$ cat src/rtl/bounded_unsorted_key_list_core_macros.svh
// ----------------------------------------------------------------------------
// Assertion macros for the key list core
// Clocked on clk, disabled while rst_n is low.
// ----------------------------------------------------------------------------
`ifndef BOUNDED_UNSORTED_KEY_LIST_CORE_MACROS_SVH
`define BOUNDED_UNSORTED_KEY_LIST_CORE_MACROS_SVH

// Same-cycle implication
`define BUKL_ASSERT_NOW(label, ante, cons, msg) \
  label: assert property (@(posedge clk) disable iff (!rst_n) (ante) |-> (cons)) \
    else $error(msg);

// Next-cycle implication
`define BUKL_ASSERT_NEXT(label, ante, cons, msg) \
  label: assert property (@(posedge clk) disable iff (!rst_n) (ante) |=> (cons)) \
    else $error(msg);

`endif

$ cat src/rtl/bukl_pkg.sv
// ----------------------------------------------------------------------------
// bukl_pkg
// Shared constants of the bounded unsorted key list.
// ----------------------------------------------------------------------------
package bukl_pkg;

  // Default sizing
  localparam int MAX_ENTRIES_DEF = 64;
  localparam int KEY_BITS_DEF    = 32;

  // Fixed port widths
  localparam int MODE_W = 2;
  localparam int KEY_W  = 32;
  localparam int LEN_W  = 7;

  // Operation codes
  localparam logic [MODE_W-1:0] MODE_INSERT = 2'd0;
  localparam logic [MODE_W-1:0] MODE_SEARCH = 2'd1;
  localparam logic [MODE_W-1:0] MODE_DELETE = 2'd2;
  localparam logic [MODE_W-1:0] MODE_CLEAR  = 2'd3;

endpackage

$ cat src/rtl/bukl_ram.sv
// ----------------------------------------------------------------------------
// bukl_ram
// Simple dual-port RAM: one write port, one read port, registered read data.
// ----------------------------------------------------------------------------
module bukl_ram #(
  parameter int WIDTH = bukl_pkg::KEY_BITS_DEF,
  parameter int DEPTH = bukl_pkg::MAX_ENTRIES_DEF
) (
  input  logic                                        clk,
  input  logic                                        we,
  input  logic [$clog2((DEPTH > 1) ? DEPTH : 2)-1:0]  waddr,
  input  logic [WIDTH-1:0]                            wdata,
  input  logic                                        re,
  input  logic [$clog2((DEPTH > 1) ? DEPTH : 2)-1:0]  raddr,
  output logic [WIDTH-1:0]                            rdata
);

  logic [WIDTH-1:0] mem [DEPTH];

  always_ff @(posedge clk) begin
    if (we) begin
      mem[waddr] <= wdata;
    end
    if (re) begin
      rdata <= mem[raddr];
    end
  end

endmodule

$ cat src/rtl/bounded_unsorted_key_list_core.sv
// ----------------------------------------------------------------------------
// bounded_unsorted_key_list_core
// Unordered store of up to MAX_ENTRIES keys with insert, search, delete, clear.
// ----------------------------------------------------------------------------
// Usage:
//   Input channel in_valid/in_stall carries in_mode and in_key; an item is
//   taken when in_valid is high and in_stall is low. Each item yields exactly
//   one result on out_valid/out_stall: out_ok, out_item, out_length.
//   Keys sit in one RAM (one write, one registered read port); a count
//   register holds the fill level.
// Sequencing:
//   insert and clear: result on the output in the cycle after the item is taken.
//   search: a scan reads one entry per cycle through the RAM read port and
//     compares it with the key; the result comes at the first match or once
//     every entry below count is compared.
//   delete hit: then ST_LAST reads the last entry and ST_MOVE writes it into
//     the freed slot; delete miss costs the same as a search miss.
//   One item is worked on at a time: a new item is not taken until the
//   result of the last one is registered.
// Reset: count is cleared; RAM contents are not, and never read past count.
// Stall: while a result waits under out_stall, in_stall stays high; a result
//   taken in the same cycle frees the output register for the next item.
// ----------------------------------------------------------------------------
`include "bounded_unsorted_key_list_core_macros.svh"

module bounded_unsorted_key_list_core #(
  parameter int MAX_ENTRIES = bukl_pkg::MAX_ENTRIES_DEF,
  parameter int KEY_BITS    = bukl_pkg::KEY_BITS_DEF
) (
  input  logic                          clk,
  input  logic                          rst_n,
  input  logic                          in_valid,
  output logic                          in_stall,
  input  logic [bukl_pkg::MODE_W-1:0]   in_mode,
  input  logic [bukl_pkg::KEY_W-1:0]    in_key,
  output logic                          out_valid,
  input  logic                          out_stall,
  output logic                          out_ok,
  output logic [bukl_pkg::KEY_W-1:0]    out_item,
  output logic [bukl_pkg::LEN_W-1:0]    out_length
);

  localparam int CW = $clog2(MAX_ENTRIES + 1);
  localparam int AW = $clog2((MAX_ENTRIES > 1) ? MAX_ENTRIES : 2);
  localparam int KW = (KEY_BITS < bukl_pkg::KEY_W) ? KEY_BITS : bukl_pkg::KEY_W;

  localparam logic [1:0] ST_IDLE = 2'd0;
  localparam logic [1:0] ST_SCAN = 2'd1;
  localparam logic [1:0] ST_LAST = 2'd2;
  localparam logic [1:0] ST_MOVE = 2'd3;

  logic [1:0]                  state_r, state_nxt;
  logic [CW-1:0]               count_r, count_nxt;
  logic [CW-1:0]               idx_r, idx_nxt;
  logic                        cmp_valid_r, cmp_valid_nxt;
  logic [AW-1:0]               cmp_idx_r, cmp_idx_nxt;
  logic [AW-1:0]               slot_r, slot_nxt;
  logic [KEY_BITS-1:0]         key_r, key_nxt;
  logic [bukl_pkg::KEY_W-1:0]  raw_r, raw_nxt;
  logic                        del_r, del_nxt;
  logic                        out_valid_r, out_valid_nxt;
  logic                        out_ok_r, out_ok_nxt;
  logic [bukl_pkg::KEY_W-1:0]  out_item_r, out_item_nxt;
  logic [bukl_pkg::LEN_W-1:0]  out_length_r, out_length_nxt;

  logic                        in_fire;
  logic [KEY_BITS-1:0]         key_in;
  logic                        res_fire;
  logic                        res_ok;
  logic [bukl_pkg::KEY_W-1:0]  res_item;
  logic                        issue_ok;
  logic                        hit;
  logic [CW-1:0]               last_idx;

  logic                        mem_we;
  logic [AW-1:0]               mem_waddr;
  logic [KEY_BITS-1:0]         mem_wdata;
  logic                        mem_re;
  logic [AW-1:0]               mem_raddr;
  logic [KEY_BITS-1:0]         mem_rdata;

  // Handshake: one item in flight, output register must be free or draining
  assign in_stall = (state_r != ST_IDLE) || (out_valid_r && out_stall);
  assign in_fire  = in_valid && !in_stall;

  // Key as stored: low KEY_BITS bits, zero-extended if KEY_BITS is wider
  assign key_in = KEY_BITS'(in_key[KW-1:0]);

  // Scan pipeline: issue index idx_r, compare the returned entry in the following cycle
  assign issue_ok = (state_r == ST_SCAN) && (idx_r < count_r);
  assign hit      = cmp_valid_r && (mem_rdata == key_r);
  assign last_idx = count_r - CW'(1);

  // Key store
  bukl_ram #(
    .WIDTH(KEY_BITS),
    .DEPTH(MAX_ENTRIES)
  ) u_ram (
    .clk  (clk),
    .we   (mem_we),
    .waddr(mem_waddr),
    .wdata(mem_wdata),
    .re   (mem_re),
    .raddr(mem_raddr),
    .rdata(mem_rdata)
  );

  // Sequencer
  always_comb begin
    state_nxt     = state_r;
    count_nxt     = count_r;
    idx_nxt       = idx_r;
    cmp_valid_nxt = 1'b0;
    cmp_idx_nxt   = cmp_idx_r;
    slot_nxt      = slot_r;
    key_nxt       = key_r;
    raw_nxt       = raw_r;
    del_nxt       = del_r;
    res_fire      = 1'b0;
    res_ok        = 1'b0;
    res_item      = raw_r;
    mem_we        = 1'b0;
    mem_waddr     = count_r[AW-1:0];
    mem_wdata     = key_in;
    mem_re        = 1'b0;
    mem_raddr     = idx_r[AW-1:0];

    unique case (state_r)
      ST_IDLE: begin
        if (in_fire) begin
          key_nxt  = key_in;
          raw_nxt  = in_key;
          res_item = in_key;
          unique case (in_mode)
            bukl_pkg::MODE_INSERT: begin
              res_fire = 1'b1;
              if (count_r < CW'(MAX_ENTRIES)) begin
                mem_we    = 1'b1;
                count_nxt = count_r + CW'(1);
                res_ok    = 1'b1;
              end
            end
            bukl_pkg::MODE_SEARCH, bukl_pkg::MODE_DELETE: begin
              del_nxt   = (in_mode == bukl_pkg::MODE_DELETE);
              idx_nxt   = '0;
              state_nxt = ST_SCAN;
            end
            bukl_pkg::MODE_CLEAR: begin
              count_nxt = '0;
              res_ok    = 1'b1;
              res_fire  = 1'b1;
            end
          endcase
        end
      end

      ST_SCAN: begin
        mem_re        = issue_ok;
        cmp_valid_nxt = issue_ok && !hit;
        cmp_idx_nxt   = idx_r[AW-1:0];
        if (issue_ok) begin
          idx_nxt = idx_r + CW'(1);
        end
        priority if (hit && !del_r) begin
          // search hit: report the stored entry
          res_fire  = 1'b1;
          res_ok    = 1'b1;
          res_item  = bukl_pkg::KEY_W'(key_r[KW-1:0]);
          state_nxt = ST_IDLE;
        end else if (hit) begin
          slot_nxt  = cmp_idx_r;
          state_nxt = ST_LAST;
        end else if (!issue_ok) begin
          // every entry compared, no match
          res_fire  = 1'b1;
          state_nxt = ST_IDLE;
        end else begin
          // keep scanning
          state_nxt = ST_SCAN;
        end
      end

      // Fetch the last entry to fill the gap
      ST_LAST: begin
        mem_re    = 1'b1;
        mem_raddr = last_idx[AW-1:0];
        state_nxt = ST_MOVE;
      end

      ST_MOVE: begin
        mem_we    = 1'b1;
        mem_waddr = slot_r;
        mem_wdata = mem_rdata;
        count_nxt = last_idx;
        res_fire  = 1'b1;
        res_ok    = 1'b1;
        state_nxt = ST_IDLE;
      end
    endcase
  end

  // Output register
  always_comb begin
    out_valid_nxt  = res_fire || (out_valid_r && out_stall);
    out_ok_nxt     = out_ok_r;
    out_item_nxt   = out_item_r;
    out_length_nxt = out_length_r;
    if (res_fire) begin
      out_ok_nxt     = res_ok;
      out_item_nxt   = res_item;
      out_length_nxt = bukl_pkg::LEN_W'(count_nxt);
    end
  end

  // Control registers
  always_ff @(posedge clk) begin
    if (!rst_n) begin
      state_r     <= ST_IDLE;
      count_r     <= '0;
      cmp_valid_r <= 1'b0;
      out_valid_r <= 1'b0;
    end else begin
      state_r     <= state_nxt;
      count_r     <= count_nxt;
      cmp_valid_r <= cmp_valid_nxt;
      out_valid_r <= out_valid_nxt;
    end
  end

  // Payload registers
  always_ff @(posedge clk) begin
    idx_r        <= idx_nxt;
    cmp_idx_r    <= cmp_idx_nxt;
    slot_r       <= slot_nxt;
    key_r        <= key_nxt;
    raw_r        <= raw_nxt;
    del_r        <= del_nxt;
    out_ok_r     <= out_ok_nxt;
    out_item_r   <= out_item_nxt;
    out_length_r <= out_length_nxt;
  end

  assign out_valid  = out_valid_r;
  assign out_ok     = out_ok_r;
  assign out_item   = out_item_r;
  assign out_length = out_length_r;

  // Checks
  `BUKL_ASSERT_NOW(a_count_bound, 1'b1, count_r <= CW'(MAX_ENTRIES), "count above capacity")
  `BUKL_ASSERT_NOW(a_no_overwrite, res_fire, !(out_valid_r && out_stall),
                   "result overwrites waiting result")
  `BUKL_ASSERT_NOW(a_busy_stall, state_r != ST_IDLE, in_stall, "item taken while busy")
  `BUKL_ASSERT_NEXT(a_delete_count, state_r == ST_MOVE,
                    count_r == $past(count_r) - CW'(1), "delete did not shrink count")
  `BUKL_ASSERT_NOW(a_write_src, mem_we,
                   (state_r == ST_MOVE) ||
                   (state_r == ST_IDLE && in_fire && in_mode == bukl_pkg::MODE_INSERT),
                   "unexpected RAM write")

endmodule

$ cat config.mk
export PLATFORM = sky130hd
export DESIGN_NAME = bounded_unsorted_key_list_core
export DESIGN_NICKNAME = d
export VERILOG_FILES = /design/src/rtl/bukl_pkg.sv /design/src/rtl/bukl_ram.sv /design/src/rtl/bounded_unsorted_key_list_core.sv
export VERILOG_INCLUDE_DIRS = /design/src /design/src/rtl
export SDC_FILE = /design/constraint.sdc
export NUM_CORES = 2
export LEC_CHECK = 0
export ABC_AREA = 0
export ABC_CLOCK_PERIOD_IN_PS = 6100
export BUFFER_PORTS_ARGS = -buffer_cell sky130_fd_sc_hd__clkbuf_2
export CAP_MARGIN = 5
export CORE_ASPECT_RATIO = 2
export CORE_MARGIN = 2
export CORE_UTILIZATION = 57
export DETAILED_ROUTE_END_ITERATION = 8
export PLACE_DENSITY = 0.76
export SYNTH_ARGS = -nofsm -noshare
export SYNTH_HDL_FRONTEND = slang
export SYNTH_HIERARCHICAL = 1
export SYNTH_SLANG_ARGS = --single-unit
$ cat constraint.sdc
create_clock -name clk -period 6.1 [get_ports clk]
set_input_delay 1.22 -clock clk [delete_from_list [all_inputs] [get_ports clk]]
set_output_delay 1.22 -clock clk [all_outputs]
set_load 0.03 [all_outputs]
==> results.md <==
- Die area: 0.1546 mm^2
- Tot Pwr: between 30 and 40 mW
- Post-DP HPWL: around 130000 um
- # Post-CTS Setup Buffers: 0
- Yosys reg bits: 2215
- Max-slew violations: 0
- Syn avg cell area: 21.49 um^2
- Family with the most delay on the worst path: buffers and inverters
- Vias in the first global route: 44280
- Register area share after synthesis: 0.7699
- Syn nets: 4069
- Total wire length: ~220000 um
- Critical path fanouts, max: 85
- Die Wd: 279.1 um
- Place WS: 1471 ps
- VDD IR max: 0.2482 mV
- CP Cell Sequence: inv_1, ha_1, nor2_1, a21oi_4, buf_12, buf_4, mux4_2, mux4_2, o22ai_1, nor2_1
- Area growth syn-to-layout: 11.60%
- LEAKAGE: 29.81 nW
- Cell taking the most area after synthesis: edfxtp_1
- Top post-synthesis cells by count: edfxtp_1, mux4_2, nor2_1
- DR pass1 iterations: 8
- CTS hold repair buffers: 0
- Core Util, Final: 0.6412
- Minimum clock period: about 4700 ps
- Setup total negative slack: 0 ps
- CP Class: reg -> reg
- Initial antenna violation count: 7
- Fin crit share: 0.7629
- Final nets: about 4300
- Vias after detailed routing: 42907
- GRT Overall Usage: 0.2818
- Logic pwr share: 0.101
- Hold Vio Cnt, Final: 0
- Largest net degree at the start of global routing: 86
- CTS Buffer Depth: 4
- Status: finished clean
- CTS resizes: 0
- Slowest-stage cell, CP: ha_1
- RSZ-0062 raised after global routing: false
- Final Instance Area: around 0.096 mm^2
- Initial core utilization: 0.5745
- Synth cell types: 53
- PD cells: roughly 330 mW/mm^2
- Slew headroom: 0.09818
- First-pass GRT wire length: 309900 um
- Total internal power: around 25 mW
- Clock root cell: clkbuf_16
- Synth warn: 6
- Fmax: 0.2149 GHz
- Total gr overflow: 0
- CORE AREA: 0.1501 mm^2
- Setup ws final: 1446 ps
- Sw frac: 0.2256
- Worst slew pin tran: around 1400 ps
- Die span in y: 554.1 um
- Clock transition at the registers of the reported paths: 70 ps
- Synthesized instance count: between 4000 and 5000
- Worst Path Buf+Inv: 3
- Clock Latency Late Sink: 820 ps
- H-tree levels: 4
- DRC Markers: 0
- Num CTS Buffers: roughly 180
- Ys flop type: edfxtp_1
- Cell Rows: 201
- Yosys top cell area share: 0.7673
- Dpl cell area: 0.09037 mm^2
- Crit end category: register
- Post-synth EDFFs: 2204
- Num Clock Sinks: 2215
- Slowest stage delay, CP: 680 ps
- Async set or reset register ratio after synthesis: 0
- TritonCTS clock tree: yes
- Mapped Area: approximately 0.086 mm^2
- Cell with the most instances after synthesis: edfxtp_1
- Power share of the clock group: 0.367
- Worst EP arrival: 5180 ps
- Hold Crit Class: reg -> reg
- Final setup fails: 0
- Gp weighted congestion: 0.8913
- Max Clock Skew: 31.95 ps
- Post-DRT Antenna Nets: 0
- Maxcap violations: 0
- Ports: 80
- Layout cells sized above 1: 0.2761
- WL/cell: about 34 um
- DR iter-0 viols: about 4600
- Main area contributors after synthesis: edfxtp_1, mux4_2, mux2i_1, mux2_2, a21oi_1
- Flop pwr share: 0.533
- Drt via density: about 7
- CP required: 6630 ps
- PortBufs: about 80
- Startpoint Class: register
- P_sw: 7.219 mW
-- power groups by stage --
stage	Combinational, mW	Clock [mW]	Sequential [mW]
detailed placement	3.17	0	17.4
CTS	3.21	11.8	17.0
global route	3.38	12.3	17.1
global placement	3.11	0	17.4
finish	3.22	11.7	17.0
floorplan	2.09	0	17.4
-- sequential cells by signal, summed over array words and instances (netlist names), named ones only --
signal,flops
out_valid,1
idx_r,7
key_r,32
count_r,7
state_r,1
del_r,1
cmp_idx_r,6
u_ram/mem,2048
raw_r,32
u_ram/rdata,32
out_ok,1
out_item,32
slot_r,6
cmp_valid_r,1
out_length,7
-- layer usage --
metal  share of wire  vias up  track usage
met5         0.00029        -            0
met4           0.068        8       0.1680
met3           0.076      707      0.03748
met2            0.54     2597       0.5074
met1            0.32    22435       0.3190
li1                -    17160            -
-- stage by stage --
stage | hold WS (ps) | instances
after floorplan | 400.3 | 4014
after global placement | 402.8 | 5957
after detailed placement | 404.5 | 5957
after CTS | 420.8 | 6268
after global routing | 428.4 | 6273
final | 418.2 | 6275
-- logic make-up (layout without fill, tap and decap cells) --
logic type,count (synthesis),count (layout),share of synthesized area
AOI/OAI and AO/OA,354,354,0.02556
xor gates and xnor gates,41,41,0.004163
adders and majority gates,17,17,0.002466
buffers and inverters,239,568,0.01294
DFF,2215,2215,0.7699
muxes,704,704,0.1616
other,0,4,0
and+or+nand+nor,444,444,0.02344
-- layout by cell type (no fill, tap or decap), types with 8 or more instances in the layout --
cell type   instances
a21oi_1           137
a22oi_1            13
a311oi_1            8
and2_1             14
buf_12             49
buf_4             111
bufinv_16          25
clkbuf_1           28
clkbuf_16         181
clkbuf_2           79
clkinv_1           27
clkinv_2           24
clkinvlp_4         14
dfxtp_1            11
edfxtp_1         2204
ha_1               14
inv_1              16
mux2_2             66
mux2i_1            94
mux4_2            544
nand2_1           142
nand2b_1            9
nand3_1            43
nor2_1             92
nor2_4             63
nor2b_1            17
nor3_1             11
o211ai_1           33
o21ai_0            17
o221ai_1           28
o22ai_1            87
xnor2_1             9
xor2_1             32
-- final cells by class --
type / instances / area (um^2)
repair buffers: 239 / 2210
fillers: 9405 / 53880
well taps: 1928 / 2412
multi-input cells: 1560 / 19330
clock buffers: 211 / 4662
clock inverters: 100 / 1165
diodes: 4 / 10.01
flip-flops and latches: 2215 / 66400
inverters: 18 / 67.56
-- path summary, 6_finish.rpt --
path / start / endpoint / slack [ps] / cells after the start
max reg2reg: state_r[0] / u_ram/rdata[29] / 1450 / 10
min reg2reg: cmp_idx_r[3] / slot_r[3] / 420 / 0
max: state_r[0] / u_ram/rdata[29] / 1450 / 10
min: cmp_idx_r[3] / slot_r[3] / 420 / 0
(Power assumes the default switching activity.)
